==> config.mk <==
export PLATFORM = sky130hd
export DESIGN_NAME = bfm_ctrl
export DESIGN_NICKNAME = d
export VERILOG_FILES = /design/src/rtl/buddy_free_merge_top_macros.svh /design/src/rtl/bfm_pkg.sv /design/src/rtl/bfm_ctrl.sv
export SDC_FILE = /design/constraint.sdc
export NUM_CORES = 1
export LEC_CHECK = 0
export BUFFER_PORTS_ARGS = -buffer_cell sky130_fd_sc_hd__buf_2
export CAP_MARGIN = 20
export CORE_UTILIZATION = 52
export CTS_BUF_LIST = sky130_fd_sc_hd__clkbuf_8
export CTS_CLUSTER_DIAMETER = 60
export DETAILED_ROUTE_END_ITERATION = 8
export MAX_ROUTING_LAYER = met4
export PLACE_DENSITY = 0.81
export SETUP_SLACK_MARGIN = 0.05
export SYNTH_ARGS = -nofsm -noshare
export SYNTH_HDL_FRONTEND = slang
export SYNTH_SLANG_ARGS = --single-unit
==> constraint.sdc <==
create_clock -name clk_i -period 3.7 [get_ports clk_i]
set_input_delay 0.925 -clock clk_i [delete_from_list [all_inputs] [get_ports clk_i]]
set_output_delay 0.925 -clock clk_i [all_outputs]
set_load 0.02 [all_outputs]
==> src/rtl/buddy_free_merge_top_macros.svh <==
// Assertion macros for the buddy free-and-merge block.
// Used by buddy_free_merge_top; expects clk_i and rst_ni in scope.
`ifndef BUDDY_FREE_MERGE_TOP_MACROS_SVH
`define BUDDY_FREE_MERGE_TOP_MACROS_SVH

// Same-cycle implication, checked at every clock edge out of reset.
`define BFM_ASSERT_IMPL(lbl, ante, cons, msg) \
  lbl: assert property (@(posedge clk_i) disable iff (!rst_ni) (ante) |-> (cons)) \
    else $error(msg);

// Next-cycle implication.
`define BFM_ASSERT_NEXT(lbl, ante, cons, msg) \
  lbl: assert property (@(posedge clk_i) disable iff (!rst_ni) (ante) |=> (cons)) \
    else $error(msg);

`endif

==> src/rtl/bfm_pkg.sv <==
// Shared types and constants for the buddy free-and-merge block.
// No dependencies; imported by the controller and the top level.
package bfm_pkg;

  localparam int IDX_W   = 9;
  localparam int LVL_W   = 4;
  localparam int TAG_W   = 32;
  localparam int CFG_IDX_W  = 1;
  localparam int CFG_DATA_W = 32;

  localparam logic [CFG_IDX_W-1:0] CFG_MAX_LEVEL  = 1'd0;
  localparam logic [CFG_IDX_W-1:0] CFG_MAGIC_WORD = 1'd1;

  localparam logic [LVL_W-1:0] MAX_LEVEL_RST = 4'd9;

  typedef enum logic [1:0] {
    ST_FREED     = 2'd0,
    ST_BAD_TAG   = 2'd1,
    ST_BAD_LEVEL = 2'd2
  } status_e;

  typedef struct packed {
    logic             pool;
    logic [IDX_W-1:0] block_index;
    logic [LVL_W-1:0] level;
    logic [TAG_W-1:0] header_tag;
  } bfm_req_t;

  typedef struct packed {
    logic [1:0]       status;
    logic [IDX_W-1:0] final_index;
    logic [LVL_W-1:0] final_level;
  } bfm_rsp_t;

  typedef struct packed {
    logic [LVL_W-1:0] max_level;
    logic [TAG_W-1:0] magic_word;
  } bfm_cfg_t;

endpackage

==> src/rtl/bfm_ctrl.sv <==
// Sequencer for the free-and-merge walk: clearing pass, request checks and
// one read-modify-write of the free map per level. Depends on bfm_pkg.
module bfm_ctrl
  import bfm_pkg::*;
#(
  parameter int LEVELS = 10,
  parameter int POOLS  = 2,
  parameter int RW     = 5,
  parameter int AW     = 14,
  parameter int DEPTH  = 10240
) (
  input  logic          clk_i,
  input  logic          rst_ni,
  input  bfm_cfg_t      cfg_i,
  input  logic          start,
  output logic          busy,
  input  bfm_req_t      req_i,
  output logic          rsp_valid_o,
  output bfm_rsp_t      rsp_o,
  output logic          mem_we_o,
  output logic [AW-1:0] mem_waddr_o,
  output logic [1:0]    mem_wdata_o,
  output logic          mem_re_o,
  output logic [AW-1:0] mem_raddr_o,
  input  logic [1:0]    mem_rdata_i
);

  localparam int PW      = (POOLS > 1) ? $clog2(POOLS) : 1;
  localparam int TOP_CAP = (LEVELS - 1 < IDX_W) ? LEVELS - 1 : IDX_W;

  typedef enum logic [1:0] {
    S_CLEAR,
    S_IDLE,
    S_READ,
    S_CHECK
  } state_e;

  state_e           state_q;
  logic [PW-1:0]    pool_q;
  logic [IDX_W-1:0] idx_q;
  logic [LVL_W-1:0] lvl_q;
  logic [AW-1:0]    clr_cnt_q;
  logic             rsp_valid_q;
  bfm_rsp_t         rsp_q;

  logic [LVL_W-1:0] top_lvl;
  logic [PW-1:0]    pool_in;
  logic [IDX_W:0]   low_mask;
  logic [IDX_W-1:0] idx_aligned;
  logic [IDX_W-1:0] cur_bit, nxt_bit;
  logic [IDX_W-1:0] nxt_idx;
  logic [LVL_W-1:0] nxt_lvl;
  logic             own_hi, bud_free, merge;
  logic [AW-1:0]    cur_addr, nxt_addr;

  // One-hot of the level's index bit; zero when the level is the full index.
  function automatic logic [IDX_W-1:0] level_bit(input logic [LVL_W-1:0] lvl);
    logic [IDX_W-1:0] m;
    m = '0;
    if (lvl < LVL_W'(IDX_W)) begin
      m = IDX_W'(1) << lvl;
    end
    return m;
  endfunction

  // One memory word holds both buddies of a pair: the word is keyed by the
  // index with the level bit cleared, bit 1 is the upper buddy.
  function automatic logic [AW-1:0] map_addr(input logic [PW-1:0]    pool,
                                             input logic [LVL_W-1:0] lvl,
                                             input logic [IDX_W-1:0] key);
    logic [RW-1:0] row;
    row = RW'(RW'(pool) * RW'(LEVELS)) + RW'(lvl);
    return AW'({row, key});
  endfunction

  assign top_lvl = (cfg_i.max_level > LVL_W'(TOP_CAP)) ? LVL_W'(TOP_CAP)
                                                         : cfg_i.max_level;
  assign pool_in = (POOLS > 1) ? PW'(req_i.pool) : '0;

  assign low_mask    = ((IDX_W+1)'(1) << req_i.level) - (IDX_W+1)'(1);
  assign idx_aligned = req_i.block_index & ~low_mask[IDX_W-1:0];

  assign cur_bit  = level_bit(lvl_q);
  assign own_hi   = |(idx_q & cur_bit);
  assign bud_free = own_hi ? mem_rdata_i[0] : mem_rdata_i[1];
  assign merge    = (lvl_q < top_lvl) && bud_free;
  assign nxt_idx  = idx_q & ~cur_bit;
  assign nxt_lvl  = lvl_q + LVL_W'(1);
  assign nxt_bit  = level_bit(nxt_lvl);
  assign cur_addr = map_addr(pool_q, lvl_q, idx_q & ~cur_bit);
  assign nxt_addr = map_addr(pool_q, nxt_lvl, nxt_idx & ~nxt_bit);

  always_comb begin
    mem_we_o    = 1'b0;
    mem_waddr_o = cur_addr;
    mem_wdata_o = 2'b00;
    mem_re_o    = 1'b0;
    mem_raddr_o = cur_addr;
    case (state_q)
      S_CLEAR: begin
        mem_we_o    = 1'b1;
        mem_waddr_o = clr_cnt_q;
      end
      S_READ: begin
        mem_re_o = 1'b1;
      end
      S_CHECK: begin
        mem_we_o = 1'b1;
        if (merge) begin
          // Both buddies leave this level; fetch the parent pair meanwhile.
          mem_wdata_o = 2'b00;
          mem_re_o    = 1'b1;
          mem_raddr_o = nxt_addr;
        end else begin
          mem_wdata_o = mem_rdata_i | (own_hi ? 2'b10 : 2'b01);
        end
      end
      default: begin
      end
    endcase
  end

  always_ff @(posedge clk_i or negedge rst_ni) begin
    if (!rst_ni) begin
      state_q     <= S_CLEAR;
      pool_q      <= '0;
      idx_q       <= '0;
      lvl_q       <= '0;
      clr_cnt_q   <= '0;
      rsp_valid_q <= 1'b0;
      rsp_q       <= '0;
    end else begin
      rsp_valid_q <= 1'b0;
      case (state_q)
        S_CLEAR: begin
          clr_cnt_q <= clr_cnt_q + AW'(1);
          if (clr_cnt_q == AW'(DEPTH - 1)) begin
            state_q <= S_IDLE;
          end
        end
        S_IDLE: begin
          if (start) begin
            if (req_i.header_tag != cfg_i.magic_word) begin
              rsp_valid_q <= 1'b1;
              rsp_q       <= '{status: ST_BAD_TAG, final_index: '0, final_level: '0};
            end else if (req_i.level > top_lvl) begin
              rsp_valid_q <= 1'b1;
              rsp_q       <= '{status: ST_BAD_LEVEL, final_index: '0, final_level: '0};
            end else begin
              pool_q  <= pool_in;
              idx_q   <= idx_aligned;
              lvl_q   <= req_i.level;
              state_q <= S_READ;
            end
          end
        end
        S_READ: begin
          state_q <= S_CHECK;
        end
        S_CHECK: begin
          if (merge) begin
            idx_q <= nxt_idx;
            lvl_q <= nxt_lvl;
          end else begin
            rsp_valid_q <= 1'b1;
            rsp_q       <= '{status: ST_FREED, final_index: idx_q, final_level: lvl_q};
            state_q     <= S_IDLE;
          end
        end
        default: begin
          state_q <= S_IDLE;
        end
      endcase
    end
  end

  assign busy        = (state_q != S_IDLE);
  assign rsp_valid_o = rsp_valid_q;
  assign rsp_o       = rsp_q;

endmodule

==> metrics.md, run 1 <==
| Metric | Value |
|---|---|
| Count of warnings emitted by yosys | 0 |
| Dpl hpwl | between 8000 and 9000 um |
| First-pass GRT wire length | around 18000 um |
| Max Fanout on Critical Path | 7 |
| Startpoint Class | flop |
| Die ar. | 7310 um2 |
| Comb pwr share | 0.702 |
| Top Ports | 136 |
| Overflow after GRT | 0 |
| GRT Total Usage | 0.324 |
| Buf/Inv on CP | 4 |
| Max Slew Vio Count | 0 |
| Top delay family on crit path | compound AO/OA/AOI/OAI gates |
| Area leader, netlist | dfrtp_1 |
| Setup ws final | -157 ps |
| Number of CTS-inserted buffers | 5 |
| Worst-case reg-to-reg path depth | 15 |
| Synth async-reset ratio | 1.00 |
| Worst skew pair latency | slightly above 300 ps |
| Reg2reg end | idx_q[3]$_DFFE_PN0P_ |
| Final net count | 681 |
| Iter 0 DRT Violations | around 340 |
| Count of final setup violators | 17 |
| Commonest non-fill, non-tap cells in the layout | buf_2 (119), nand2_1 (46), dfrtp_1 (44), buf_4 (41), xor2_1 (36) |
| Die height | 85.5 um |
| Leading cell type in the layout, fill and taps excluded | buf_2 |
| Failing checks | setup timing |
| Critical Path Sink Type | output pin |
| RePlAce Congestion | 0.896 |
| Syn Area/Cell | between 9 and 10 um2 |
| Final hold violations | 0 |
| CTS tree | yes |
| Seq/Total Area, Yosys | 0.317 |
| Fraction of layout cells with a size suffix above 1 | 0.399 |
| Critical setup path kind | flop to output pin |
| Worst path slowest cell | dfrtp_1 |
| Initial core utilization | 0.537 |
| Largest net degree at the start of global routing | 47 |
| # diodes | 0 |
| Final period util | 1.04 |
| Maxcap violations | 0 |
| DRC | 0 |
| Pint | around 2100 uW |
| Fin crit period | between 3000 and 4000 ps |
| 1st-pass router iterations | 5 |
| Vias/cell | 6.09 |
| Worst VDD drop | 0.000391 V |
| Clock sink count | 46 |
| Max Root-Sink Buffers | 2 |
| Synth area leaders | dfrtp_1 (32%), ha_1 (9.7%), xor2_1 (8.7%) |
| Routed vias | a little under 4000 |
| Fin util | 0.737 |
| Power per cell area | 818 nW/um2 |
| Core area | 6760 um2 |
| Maximum clock frequency | ~0.26 GHz |
| Cell area after layout | approximately 5000 um2 |
| Wire length per cell | around 19 um |
| Required @ worst endpoint | roughly 2800 ps |
| CP cell instances | buf_4 -> ha_4 -> ha_4 -> a22oi_2 -> o211ai_1 -> a221oi_4 -> mux2i_4 -> buf_12 -> buf_8 -> mux2i_2 -> buf_4 |
| H-tree levels | 2 |
| Hold Buf Count CTS | 0 |
| Initial antenna violation count | 0 |
| Crit path DAT | around 3000 ps |
| Net count after synthesis | between 500 and 600 |
| Slew at the pin closest to its max-slew limit | 781 ps |
| Final wirelength | 12100 um |
| Register bit total from synthesis | 46 |
| Leak | roughly 0.0024 uW |
| Overall power | a little over 4000 uW |
| Antenna viol nets, final | 0 |
| Clock network fraction of design power | 0.095 |
| Vias in the first global route | around 3700 |
| Num rows | 30 |
| Ys flop type | dfrtp_1 |
| Clk slew on worst S/H paths | about 90 ps |
| RSZ-0062 raised after global routing | true |
| Net Switching | just under 2000 uW |
| Pre-CTS WS | -217 ps |
| Mapped cell area | approximately 3600 um2 |
| Final setup TNS | -1360 ps |
| Post-synth top area share | 0.317 |
| Worst R2R Start | lvl_q[1]$_DFFE_PN0P_ |
| Max_slew headroom | 0.476 |
| Synth Instances | 402 |
| Crit-path max cell delay | between 400 and 500 ps |
| Switching part of the total | 0.484 |
| Dpl cell area | ~4500 um2 |
| Status | complete, but fails checks |
| Chip Width | 85.5 um |
| Post-synth EDFFs | 0 |
| Flop pwr share | 0.203 |
| R2R Setup Slk | 420 ps |
| Netlist cell types | between 50 and 60 |
| I/O Buffers | 135 |
| Final Skew | 9.26 ps |
| Layout Area Growth over Synthesis | 37.4% |
| Hold WC Path Type | primary input to asynchronous set/reset pin |
| Root Buffer | clkbuf_8 |
[synth_stat cells, types with 7 or more instances]
library cell  instances
clkbuf_1              7
inv_1                24
a22o_1               13
nor4_1               11
mux2_2                7
nand4_1              10
o21ai_0              20
mux2i_1              12
a21oi_1              16
o211ai_1              9
ha_1                 28
dfrtp_1              46
nor2_1               20
xor2_1               36
nand3_1              17
nand2_1              48
xnor2_1              14
[flip-flops by register name, summed over array words and instances, names as in the netlist]
register     count
lvl_q            4
idx_q            9
pool_q           1
rsp_o           15
clr_cnt_q       14
rsp_valid_o      1
state_q          2
[area by class of cell]
| cell class | instances | area [um2] |
|---|---|---|
| multi-input combinational | 316 | 2460 |
| timing repair buffer | 172 | 1060 |
| sequential | 46 | 1150 |
| clock inverter | 3 | 41.3 |
| tap | 80 | 100 |
| clock buffer | 5 | 68.8 |
| fill | 483 | 1780 |
| inverter | 25 | 97.6 |
[layer usage]
metal  GRT usage  up-vias  share of wire
met1       0.365     1854           0.37
met3      0.0375       58          0.065
met4       0.142        0          0.044
li1            -     1774              -
met5           -        -              0
met2       0.579      256           0.53
[cell families after synthesis]
family / Yosys count / share of synthesized area
AND/OR/NAND/NOR: 130 / 0.176
flip-flops: 46 / 0.317
AO/OA/AOI/OAI: 88 / 0.174
buffers and inverters: 40 / 0.0542
XOR/XNOR: 50 / 0.121
multiplexers: 20 / 0.0611
adder cells (fa/ha/maj): 28 / 0.0966
[per-stage QoR]
step                hold slack (ps)  cells
floorplan                       450    402
global placement                465    623
detailed placement              487    623
CTS                             500    641
global route                    443    647
finish                          441    647
[worst max-delay path by stage]
stage,from,to,slack (ps),depth (start not counted)
2_1_floorplan,cfg_i[35],mem_raddr_o[12],80,10
3_3_place_gp,cfg_i[35],mem_raddr_o[13],-120,11
3_5_place_dp,cfg_i[35],mem_raddr_o[13],-220,11
4_1_cts,lvl_q[1]$_DFFE_PN0P_,mem_raddr_o[10],30,10
5_1_grt,cfg_i[35],mem_raddr_o[12],-180,13
6_report,lvl_q[1]$_DFFE_PN0P_,mem_raddr_o[13],-160,11
[power by group through the flow]
stage	combinational (uW)	sequential [uW]	clock, uW
after floorplan	1430	861	0
after global placement	2160	801	0
after detailed placement	2220	808	0
after CTS	2480	814	384
after global routing	3020	844	405
final	2860	828	386
[repair_timing]
| item | in CTS | in global routing |
|---|---|---|
| pin swaps | 9 | 7 |
| resized for setup | 39 | 31 |
| setup buffers | 11 | 5 |
| endpoints found under the setup margin | 17 | 17 |
Note: power is estimated with default switching activity, not from simulation.
==> run 2: changes to the inputs <==
- CORE_ASPECT_RATIO: default -> 0.9
==> metrics.md, run 2 (synthesized netlist as in run 1, its figures left out) <==
| Metric | Value |
|---|---|
| Status | complete, but fails checks |
| Failing checks | setup timing |
| Count of final setup violators | 7 (-10) |
| First-pass GRT wire length | 17100 um (-5.5%) |
| Routed vias | 3743 (-5.0%) |
| Fill count | 516 (+6.8%) |
| DRC | 0 (unchanged) |
| Iter 0 DRT Violations | 167 (-51%) |
| Maxcap violations | 0 (unchanged) |
| RePlAce Congestion | 0.888 (-0.96%) |
| Footprint of the multi-input gates | 2390 um2 (-2.6%) |
| Chip Width | 90.0 um (+5.3%) |
| Max_slew headroom | 0.507 (+0.0314) |
| Slew at the pin closest to its max-slew limit | 740 ps (-41.5 ps) |
| Initial core utilization | 0.545 (+0.00807) |
| Fraction of layout cells with a size suffix above 1 | 0.379 (-0.0200) |
| Top Ports | 136 (unchanged) |
| Hold Buf Count CTS | 0 (unchanged) |
| Die height | 81.2 um (-5.0%) |
| Max reg flops | 15 (unchanged) |
| Max Slew Vio Count | 0 (unchanged) |
| Final hold violations | 0 (unchanged) |
| Root Buffer | clkbuf_8 |
| I/O Buffers | 135 (unchanged) |
| Die ar. | 7310 um2 (about the same) |
| Required @ worst endpoint | 2770 ps (about the same) |
| Layout Area Growth over Synthesis | 32.3% |
| Final net count | 674 (-1.0%) |
| Critical Path Sink Type | output pin |
| Max Fanout on Critical Path | 6 (-1) |
| Number of CTS-inserted buffers | 5 (unchanged) |
| Max Root-Sink Buffers | 2 (unchanged) |
| Leading cell type in the layout, fill and taps excluded | buf_2 |
| Commonest non-fill, non-tap cells in the layout | buf_2 (127), nand2_1 (47), dfrtp_1 (44), xor2_1 (36), buf_4 (34) |
| Antenna viol nets, final | 0 (unchanged) |
| Worst skew pair latency | 300 ps (about the same) |
| Leak | 0.00236 uW (-2.4%) |
| Fin Hold WS | 490 ps (+49.3 ps) |
| Clock sink count | 46 (unchanged) |
| Wire length per cell | 15.9 um (-15%) |
| # diodes | 0 (unchanged) |
| Core area | 6660 um2 (-1.5%) |
| Maximum clock frequency | 0.266 GHz (+2.7%) |
| Final Skew | 3.54 ps (-5.72 ps) |
| CTS tree | yes |
| RSZ-0062 raised after global routing | true |
| Startpoint Class | flop |
| Worst VDD drop | 0.000368 V (-5.9%) |
| Dpl hpwl | 7960 um (-4.3%) |
| Fin crit period | 3750 ps (-102 ps) |
| 1st-pass router iterations | 5 (unchanged) |
| Final period util | 1.01 (-0.0275) |
| Sequential cell area | 1150 um2 (unchanged) |
| Vias/cell | 5.76 (-5.5%) |
| Clk slew on worst S/H paths | 90 ps (about the same) |
| Overflow after GRT | 0 (unchanged) |
| H-tree levels | 2 (unchanged) |
| Num rows | 28 (-6.7%) |
| Final wirelength | 10300 um (-15%) |
| Crit path DAT | 2830 ps (-100 ps) |
| Power per cell area | 755 nW/um2 (-7.7%) |
| Vias in the first global route | 3730 (-0.43%) |
| GRT Total Usage | 0.302 (-0.0217) |
| Initial antenna violation count | 0 (unchanged) |
| Hold WC Path Type | primary input to asynchronous set/reset pin |
| Final setup TNS | -215 ps (+1140 ps) |
| Largest net degree at the start of global routing | 47 (unchanged) |
| Critical setup path kind | flop to output pin |
| Setup ws final | -55.0 ps (+102 ps) |
## run 2: changes by cell type in the layout (fill, tap and decap cells not counted), sizes merged
| cell | delta |
|---|---|
| buf | -7 |
| bufinv | -1 |
| inv | +1 |
| clkinvlp | -2 |
| clkinv | +2 |
## run 2: final cells by class
cell class | instances | area share
clock buffers | 5 | 0.0143
flip-flops and latches | 46 | 0.240
multi-input cells | 316 | 0.499
well taps | 90 | 0.0235
repair buffers | 165 | 0.199
inverters | 25 | 0.0196
clock inverters | 3 | 0.00365
## run 2: path summary, 6_finish.rpt
kind                                             end  slack, ps  cells past startpoint                      start
hold / removal                  rsp_o[9]$_DFFE_PN0P_        490                      1                     rst_ni
setup / recovery                      mem_wdata_o[1]        -50                     12       lvl_q[1]$_DFFE_PN0P_
hold reg to reg            clr_cnt_q[10]$_DFFE_PN0P_        500                      1  clr_cnt_q[10]$_DFFE_PN0P_
max in group asynchronous       lvl_q[0]$_DFFE_PN0P_       2700                      2                     rst_ni
min in group clk_i         clr_cnt_q[10]$_DFFE_PN0P_        500                      1  clr_cnt_q[10]$_DFFE_PN0P_
setup reg to reg                lvl_q[1]$_DFFE_PN0P_        610                     13       lvl_q[1]$_DFFE_PN0P_
## run 2: what timing repair did
| action | CTS | global route |
|---|---|---|
| setup buffers | 6 | 1 |
| pin swaps | 7 | 4 |
| gates resized for setup | 29 | 11 |
| endpoints found under the setup margin | 16 | 17 |
## run 2: through the flow
stage | cells | utilization | total power [uW] | worst slack (ps) | instance area [um2]
after global placement | 634 | 0.673 | 2960 | -135 | 4480
after CTS | 648 | 0.710 | 3520 | 27.1 | 4730
after global routing | 650 | 0.721 | 3860 | -191 | 4800
after floorplan | 402 | - | 2300 | 75.8 | 3630
after detailed placement | 634 | 0.673 | 3010 | -210 | 4480
final | 650 | 0.721 | 3620 | -55.0 | 4800
## run 2: metal layers
layer	global-route usage	up-vias	wire, um
met5	-	-	0
met4	0.106	0	252
met3	0.0440	23	648
met2	0.546	179	5150
met1	0.348	1779	4260
li1	-	1762	-
## run 2: power breakdown
part,internal (uW),leakage (uW),switching [uW],total (uW)
clock network,131,0.0000493,183,314
registers,657,0.000575,161,818
logic,1050,0.00174,1440,2490
total,1840,0.00236,1790,3620
## run 2: critical path: stages (launching register included)
cell      delay (ps)
dfrtp_1          420
buf_6            140
inv_1            170
ha_2             290
or2b_2           330
a21oi_2          170
a221oi_4          70
buf_4            170
buf_4            140
mux2i_2          200
nand2_1          110
a21oi_1          150
buf_4            160
==> run 3: changes to the inputs <==
- CORE_ASPECT_RATIO: 0.9 -> default
- CORE_UTILIZATION: 52 -> 40
- PLACE_DENSITY: 0.81 -> 0.64
==> metrics.md, run 3 (synthesized netlist as in run 1, its figures left out) <==
| Metric | Value |
|---|---|
| Worst VDD drop | 0.000361 V (-2.0%) |
| Buf/Inv on CP | 4 (-1) |
| Status | finished, final reports clean |
| Maxcap violations | 0 (unchanged) |
| Finished Layout Cells | 676 (+4.0%) |
| Fin crit period | 3670 ps (-86.3 ps) |
| Worst path slowest cell | ha_4 |
| Iter 0 DRT Violations | 166 (-0.60%) |
| Top delay family on crit path | compound AO/OA/AOI/OAI gates |
| Leak | 0.00244 uW (+3.0%) |
| Dpl hpwl | 8480 um (+6.5%) |
| Count of final setup violators | 0 (-7) |
| Vias/cell | 5.44 (-5.6%) |
| Largest net degree at the start of global routing | 47 (unchanged) |
| Die height | 97.2 um (+20%) |
| Worst skew pair latency | 310 ps (about the same) |
| Leading cell type in the layout, fill and taps excluded | buf_2 |
| Die ar. | 9450 um2 (+29%) |
| Dpl cell area | 4510 um2 (+0.67%) |
| Hold WC Path Type | primary input to asynchronous set/reset pin |
| I/O Buffers | 135 (unchanged) |
| Overflow after GRT | 0 (unchanged) |
| Final period util | 0.992 (-0.0233) |
| Core area | 8760 um2 (+32%) |
| Final wirelength | 10800 um (+4.6%) |
| 1st-pass router iterations | 4 (-1) |
| H-tree levels | 2 (unchanged) |
| Required @ worst endpoint | 2770 ps (about the same) |
| Number of CTS-inserted buffers | 5 (unchanged) |
| Critical Path Sink Type | output pin |
| Max Fanout on Critical Path | 7 (+1) |
| First-pass GRT wire length | 17200 um (+0.77%) |
| Placed insts | 653 (+3.0%) |
| Max reg flops | 15 (unchanged) |
| # diodes | 0 (unchanged) |
| Max Root-Sink Buffers | 2 (unchanged) |
| Clock sink count | 46 (unchanged) |
| Final Skew | 7.74 ps (+4.20 ps) |
| Layout Area Growth over Synthesis | 38.2% |
| RePlAce Congestion | 0.860 (-3.1%) |
| Power per cell area | 764 nW/um2 (+1.1%) |
| Wire length per cell | 16.0 um (+0.60%) |
| CTS tree | yes |
| Chip Width | 97.2 um (+8.0%) |
| Crit path DAT | 2740 ps (-90 ps) |
| Maximum clock frequency | 0.273 GHz (+2.4%) |
| Antenna viol nets, final | 0 (unchanged) |
| Max Slew Vio Count | 0 (unchanged) |
| DRC | 0 (unchanged) |
| Setup ws final | 31.3 ps (+86.3 ps) |
| Crit-path max cell delay | 240 ps (-180 ps) |
| Final hold violations | 0 (unchanged) |
| Final net count | 682 (+1.2%) |
| Startpoint Class | primary input |
| Vias in the first global route | 3589 (-3.8%) |
| Clk slew on worst S/H paths | 90 ps (about the same) |
| Num rows | 34 (+21%) |
| Overall power | 3830 uW (+5.6%) |
| CP cell instances | buf_8 -> inv_6 -> nand2_4 -> ha_4 -> a21oi_2 -> o211ai_1 -> a21oi_4 -> mux2i_4 -> buf_12 -> nor3_4 -> a21oi_1 -> buf_2 |
| Cell area after layout | 5010 um2 (+4.4%) |
| Slew at the pin closest to its max-slew limit | 524 ps (-215 ps) |
| Root Buffer | clkbuf_8 |
| Hold Buf Count CTS | 0 (unchanged) |
| Commonest non-fill, non-tap cells in the layout | buf_2 (120), nand2_1 (45), buf_4 (44), dfrtp_1 (43), xor2_1 (36) |
| Critical setup path kind | primary input to output pin |
| Initial core utilization | 0.414 (-0.131) |
| GRT Total Usage | 0.235 (-0.0669) |
| Initial antenna violation count | 0 (unchanged) |
| Fraction of layout cells with a size suffix above 1 | 0.405 (+0.0264) |
| Fin Hold WS | 498 ps (+8.22 ps) |
| Max_slew headroom | 0.646 (+0.139) |
| Top Ports | 136 (unchanged) |
| Routed vias | 3675 (-1.8%) |
| Pre-CTS WS | -202 ps (+8.37 ps) |
| RSZ-0062 raised after global routing | true |
[run 3: changes by cell type in the layout (fill, tap and decap cells not counted), sizes merged]
cell / before / now
clkinvlp: 0 / 1
buf: 165 / 173
inv: 25 / 24
[run 3: area by class of cell]
| class | instances | area (um2) |
|---|---|---|
| multi-input cells | 316 | 2470 |
| clock buffers | 5 | 68.8 |
| repair buffers | 173 | 1060 |
| inverters | 25 | 103 |
| well taps | 108 | 135 |
| fillers | 811 | 3750 |
| clock inverters | 3 | 17.5 |
| flip-flops and latches | 46 | 1150 |
[run 3: worst register-to-register path, cell delays in order, from the launching register on]
cell,delay (ps)
dfrtp_2,440
buf_6,140
buf_4,140
buf_4,140
ha_1,200
a21oi_2,130
o211ai_1,240
buf_4,220
a21boi_0,210
mux2i_2,130
buf_4,160
a211oi_2,320
buf_4,220
mux2i_1,200
[run 3: final timing paths]
check	start	endpoint	slack (ps)	cells after the start
max	cfg_i[35]	mem_raddr_o[7]	30	12
min	rst_ni	rsp_o[10]$_DFFE_PN0P_	500	1
max reg2reg	lvl_q[1]$_DFFE_PN0P_	lvl_q[2]$_DFFE_PN0P_	740	13
min reg2reg	clr_cnt_q[10]$_DFFE_PN0P_	clr_cnt_q[10]$_DFFE_PN0P_	500	1
max in group asynchronous	rst_ni	lvl_q[1]$_DFFE_PN0P_	2690	2
min in group clk_i	clr_cnt_q[10]$_DFFE_PN0P_	clr_cnt_q[10]$_DFFE_PN0P_	500	1
[run 3: metrics by stage]
| stage | setup TNS, ps | utilization |
|---|---|---|
| 2_1_floorplan | 0 | - |
| 3_3_place_gp | -1140 | 0.515 |
| 3_5_place_dp | -1870 | 0.515 |
| 4_1_cts | 0 | 0.548 |
| 5_1_grt | -505 | 0.572 |
| 6_report | 0 | 0.572 |
[run 3: per-layer routing]
metal | share of wire | vias to the layer above | track usage
met3 | 0.051 | 26 | 0.0281
met5 | 0 | - | -
met2 | 0.52 | 148 | 0.426
li1 | - | 1774 | -
met1 | 0.40 | 1727 | 0.269
met4 | 0.027 | 0 | 0.0792
[run 3: timing repair]
item                       in CTS  in global routing
pin swaps                       7                 16
buffers inserted                8                  6
gates cloned                    0                  0
hold endpoints to repair        0                  0
setup endpoints to repair      17                 17
gates resized for setup        33                 40
[run 3: report_power, final]
part | leakage (uW) | internal, uW | switching (uW)
logic | 0.00181 | 1180 | 1510
clock network | 0.0000493 | 131 | 180
registers | 0.000574 | 658 | 165
total | 0.00244 | 1970 | 1850
